File: config.mk
export PLATFORM = sky130hd
export DESIGN_NAME = palist_controller
export DESIGN_NICKNAME = d
export VERILOG_FILES = /design/src/hdl/palist_pkg.sv /design/src/hdl/palist_controller.sv
export SDC_FILE = /design/constraint.sdc
export NUM_CORES = 1
export LEC_CHECK = 0
export BUFFER_PORTS_ARGS = -buffer_cell sky130_fd_sc_hd__buf_2
export CAP_MARGIN = 20
export CORE_AREA = 2 2 39 41
export CTS_BUF_LIST = sky130_fd_sc_hd__clkbuf_2
export CTS_CLUSTER_SIZE = 30
export DETAILED_ROUTE_END_ITERATION = 8
export DIE_AREA = 0 0 41 43
export GPL_ROUTABILITY_DRIVEN = 0
export MAX_ROUTING_LAYER = met4
export REMOVE_ABC_BUFFERS = 1
export SYNTH_ARGS = -nofsm -noshare
export SYNTH_HDL_FRONTEND = slang
export SYNTH_SLANG_ARGS = --single-unit
File: constraint.sdc
create_clock -name clock -period 2.18 [get_ports clock]
set_input_delay 0.327 -clock clock [delete_from_list [all_inputs] [get_ports clock]]
set_output_delay 0.327 -clock clock [all_outputs]
set_load 0.02 [all_outputs]
File: src/hdl/palist_pkg.sv
package palist_pkg;

   localparam int REQ_DATA_W = 40;
   localparam int REQ_USER_W = 3;
   localparam int RSP_DATA_W = 40;
   localparam int RSP_USER_W = 2;

   localparam logic [2:0] CMD_INS_POS   = 3'd0;
   localparam logic [2:0] CMD_DEL_POS   = 3'd1;
   localparam logic [2:0] CMD_INS_FRONT = 3'd2;
   localparam logic [2:0] CMD_INS_END   = 3'd3;
   localparam logic [2:0] CMD_DEL_FRONT = 3'd4;
   localparam logic [2:0] CMD_DEL_END   = 3'd5;
   localparam logic [2:0] CMD_READ      = 3'd6;

   localparam logic [1:0] ST_OK     = 2'd0;
   localparam logic [1:0] ST_FULL   = 2'd1;
   localparam logic [1:0] ST_EMPTY  = 2'd2;
   localparam logic [1:0] ST_BADPOS = 2'd3;

   localparam logic [2:0] KIND_NONE   = 3'd0;
   localparam logic [2:0] KIND_INSERT = 3'd1;
   localparam logic [2:0] KIND_DELETE = 3'd2;
   localparam logic [2:0] KIND_DROP   = 3'd3;
   localparam logic [2:0] KIND_READ   = 3'd4;

   typedef struct packed {
      logic load_req;
      logic latch_status;
      logic init_up;
      logic init_down;
      logic up_rd;
      logic up_wr;
      logic put;
      logic down_rd;
      logic down_wr;
      logic drop;
      logic rd_issue;
      logic load_rsp;
   } palist_ctl_type;

   typedef struct packed {
      logic [2:0] kind;
      logic       up_more;
      logic       down_more;
      logic       rsp_free;
   } palist_sts_type;

endpackage

File: src/hdl/palist_controller.sv
module palist_controller (
   input  logic                       clock,
   input  logic                       reset,
   input  logic                       req_valid,
   output logic                       req_ready,
   input  palist_pkg::palist_sts_type sts,
   output palist_pkg::palist_ctl_type ctl
);
   import palist_pkg::*;

   localparam logic [3:0] S_IDLE    = 4'd0;
   localparam logic [3:0] S_EVAL    = 4'd1;
   localparam logic [3:0] S_UP_RD   = 4'd2;
   localparam logic [3:0] S_UP_WR   = 4'd3;
   localparam logic [3:0] S_PUT     = 4'd4;
   localparam logic [3:0] S_DOWN_RD = 4'd5;
   localparam logic [3:0] S_DOWN_WR = 4'd6;
   localparam logic [3:0] S_RESP    = 4'd7;

   logic [3:0] state_ff, state_in;

   assign req_ready = !reset && (state_ff == S_IDLE);

   always_comb begin
      state_in = state_ff;
      ctl      = '0;
      case (state_ff)
         S_IDLE: begin
            if (req_valid) begin
               ctl.load_req = 1'b1;
               state_in     = S_EVAL;
            end
         end
         S_EVAL: begin
            ctl.latch_status = 1'b1;
            case (sts.kind)
               KIND_INSERT: begin
                  ctl.init_up = 1'b1;
                  state_in    = S_UP_RD;
               end
               KIND_DELETE: begin
                  ctl.init_down = 1'b1;
                  state_in      = S_DOWN_RD;
               end
               KIND_DROP: begin
                  ctl.drop = 1'b1;
                  state_in = S_RESP;
               end
               KIND_READ: begin
                  ctl.rd_issue = 1'b1;
                  state_in     = S_RESP;
               end
               default: begin
                  state_in = S_RESP;
               end
            endcase
         end
         S_UP_RD: begin
            if (sts.up_more) begin
               ctl.up_rd = 1'b1;
               state_in  = S_UP_WR;
            end else begin
               state_in = S_PUT;
            end
         end
         S_UP_WR: begin
            ctl.up_wr = 1'b1;
            state_in  = S_UP_RD;
         end
         S_PUT: begin
            ctl.put  = 1'b1;
            state_in = S_RESP;
         end
         S_DOWN_RD: begin
            if (sts.down_more) begin
               ctl.down_rd = 1'b1;
               state_in    = S_DOWN_WR;
            end else begin
               ctl.drop = 1'b1;
               state_in = S_RESP;
            end
         end
         S_DOWN_WR: begin
            ctl.down_wr = 1'b1;
            state_in    = S_DOWN_RD;
         end
         S_RESP: begin
            if (sts.rsp_free) begin
               ctl.load_rsp = 1'b1;
               state_in     = S_IDLE;
            end
         end
         default: begin
            state_in = S_IDLE;
         end
      endcase
   end

   always_ff @(posedge clock) begin
      if (reset) begin
         state_ff <= S_IDLE;
      end else begin
         state_ff <= state_in;
      end
   end

   a_accept_eval: assert property (@(posedge clock) disable iff (reset)
      (state_ff == S_IDLE && req_valid) |=> (state_ff == S_EVAL))
      else $error("accepted request not evaluated");

   a_resp_hold: assert property (@(posedge clock) disable iff (reset)
      (state_ff == S_RESP && !sts.rsp_free) |=> (state_ff == S_RESP))
      else $error("response state left while output busy");

endmodule

==> results.json <==
{
  "num_rows": 14,
  "root_buffer": "clkbuf_2",
  "nets": 75,
  "cts.path.max_buffers": 2,
  "r2r_start": "state_ff[2]$_SDFFE_PP0P_",
  "largest_reg_flops": 3,
  "hold_viol_final": 0,
  "via_per_inst": 4.790,
  "io_buffers": 21,
  "tns_ns": 0,
  "min-delay-start": "reset",
  "wirelength_um": 884,
  "max_slew_margin_pct": 69.86,
  "setup_viol_count_final": 0,
  "grt_setup_unrepaired": "no",
  "die_h_um": 43,
  "cp.arrival_ns": 1.44,
  "grt_pass1_vias": 336,
  "yosysTopAreaCell": "dfxtp_1",
  "insertion_delay_ns": 0.20,
  "cts_max_level": 1,
  "antenna_found_initial": 0,
  "ys_ff_latch": 3,
  "yosys.area.top_type_share_pct": 19.75,
  "cp.required_ns": 1.85,
  "cts-hold-fix-buffers": 0,
  "yosys_warnings": 0,
  "synthArstFlopShare_pct": 0,
  "cts_tree": "built",
  "dieWidth_um": 41,
  "regMostFlops": "state_ff",
  "io_pins": 22,
  "tightest_slew_ns": 0.4514,
  "path_clk_slew_ns": 0.04,
  "drive_gt1_share_pct": 46.15,
  "fin_skew_ns": 0.002285,
  "diodes": 0,
  "synth_ff_type": "dfxtp_1",
  "grt_first_pass_wirelength_mm": 1.407,
  "first_pass_iters": 4,
  "num_vias": 388,
  "avgSynthCellArea_um2": 7.071,
  "startpoint": "state_ff[1]$_SDFFE_PP0P_",
  "dieArea_um2": 1763,
  "ys_seq_area_share_pct": 19.75,
  "reg_top3": "state_ff x3",
  "antenna_left": 0,
  "remaining_drc_errors": 0,
  "worst_setup_path_end_kind": "output port",
  "synth_edf_count": 0,
  "final-max-slew-violation-count": 0,
  "overflow": 0,
  "synthCells": 43,
  "post_drt_wl_per_cell_um": 10.91,
  "grt_max_degree": 14,
  "peakVddDrop_mv": 0.3968,
  "cts_sinks": 3,
  "numCtsBuffers": 3,
  "yosysUniqueCellTypes": 26,
  "hold_class": "in -> reg",
  "leakage_nw": 0.2178,
  "post-cts-setup-buffer-count": 0,
  "critPathKind": "reg -> out",
  "max_freq_ghz": 0.5663,
  "cts_resized": 0,
  "cp_max_fo": 13,
  "cap_violations": 0,
  "power.density_nw_per_um2": 1230,
  "start_util_pct": 21.97,
  "syn_area_um2": 304.0,
  "post-route-period-util_pct": 81.00,
  "area_growth_pct": 41.98,
  "grtUsageTotal_pct": 12.73,
  "core-area_um2": 1384,
  "num-fill-cells": 170,
  "status": "finished, final reports clean",
  "fin_total_pwr_mw": 0.5312,
  "first_iter_violations": 5,
  "synthTopCellsByArea": "dfxtp_1 (20%), nand2_1 (6.2%), nor4_1 (6.2%), nor3_1 (4.9%), o21ai_1 (4.9%)",
  "min_period_ns": 1.766,
  "crit_path_start_kind": "flop"
}
[kinds of logic after synthesis]
| group | after synthesis | synth area share, % |
|---|---|---|
| AO/OA/AOI/OAI | 10 | 24.28 |
| buffers and inverters | 7 | 10.70 |
| flip-flops | 3 | 19.75 |
| AND/OR/NAND/NOR | 23 | 45.27 |
[per-layer routing]
layer | share of wire (%) | GRT usage, % | up-vias
met1 | 45 | 16.61 | 172
met2 | 48 | 15.00 | 12
met3 | 7.1 | 1.571 | 0
met4 | 0 | 14.00 | 0
li1 | - | - | 204
met5 | 0 | - | -
[cells in the final DEF (no fill, tap or decap)]
cell	instances
clkbuf_2	4
buf_2	21
a22o_1	1
nor4_1	3
a21oi_1	1
o21ai_1	3
a221oi_1	1
o211ai_1	1
and4_1	1
a2111oi_2	1
and3_1	2
inv_2	1
nor3b_1	1
o21ai_0	1
nand2b_1	1
or3b_2	1
nor3_1	3
nor2_1	2
nor2_2	1
nand2_1	5
nor4b_1	1
dfxtp_1	3
nand3b_1	1
a311oi_1	1
nor2_4	1
inv_1	3
[path summary, 6_finish.rpt]
kind              depth (start not counted)  slack, ns                       end
setup / recovery                          4       0.41                    ctl[1]
setup reg to reg                          3       0.75  state_ff[0]$_SDFFE_PP0P_
hold / removal                            2       0.35  state_ff[0]$_SDFFE_PP0P_
hold reg to reg                           2       0.63  state_ff[1]$_SDFFE_PP0P_
[per-stage QoR]
step / hold slack (ns) / instances / worst slack [ns] / instance area [um2] / utilization (%)
CTS: 0.3334 / 81 / 0.3727 / 431.7 / 31.19
global placement: 0.5590 / 77 / 0.6222 / 411.6 / 29.75
floorplan: 0.3959 / 40 / 0.4106 / 286.5 / -
finish: 0.3497 / 81 / 0.4142 / 431.7 / 31.19
global route: 0.3280 / 81 / 0.2596 / 431.7 / 31.19
detailed placement: 0.5605 / 77 / 0.6004 / 411.6 / 29.75
[synth_stat cells, types with 2 or more instances]
cell type and n:
nor4_1 3, and3_1 2, nor2_1 2, dfxtp_1 3
nand2_1 5, inv_1 3, o21ai_1 3, buf_2 2
nor3_1 3
[worst max-delay path: stages (launching register included)]
cell and delay [ns]:
dfxtp_1 0.44, nor2_4 0.19, nand2_1 0.11, nor4b_1 0.29, buf_2 0.21
[cell type report]
cell class,instances,area (um2),area share [%]
inverters,4,15.01,3.478
repair buffers,21,105.1,24.35
clock buffers,4,20.02,4.638
multi-input cells,33,211.5,48.99
flip-flops and latches,3,60.06,13.91
well taps,16,20.02,4.638
[report_power, final]
group / internal [mW] / total [mW] / switching, mW
combinational: 0.118 / 0.293 / 0.175
clock: 0.0484 / 0.0764 / 0.0280
sequential: 0.0804 / 0.162 / 0.0816
total: 0.246 / 0.531 / 0.285
Power figures use the tool's default switching activity.
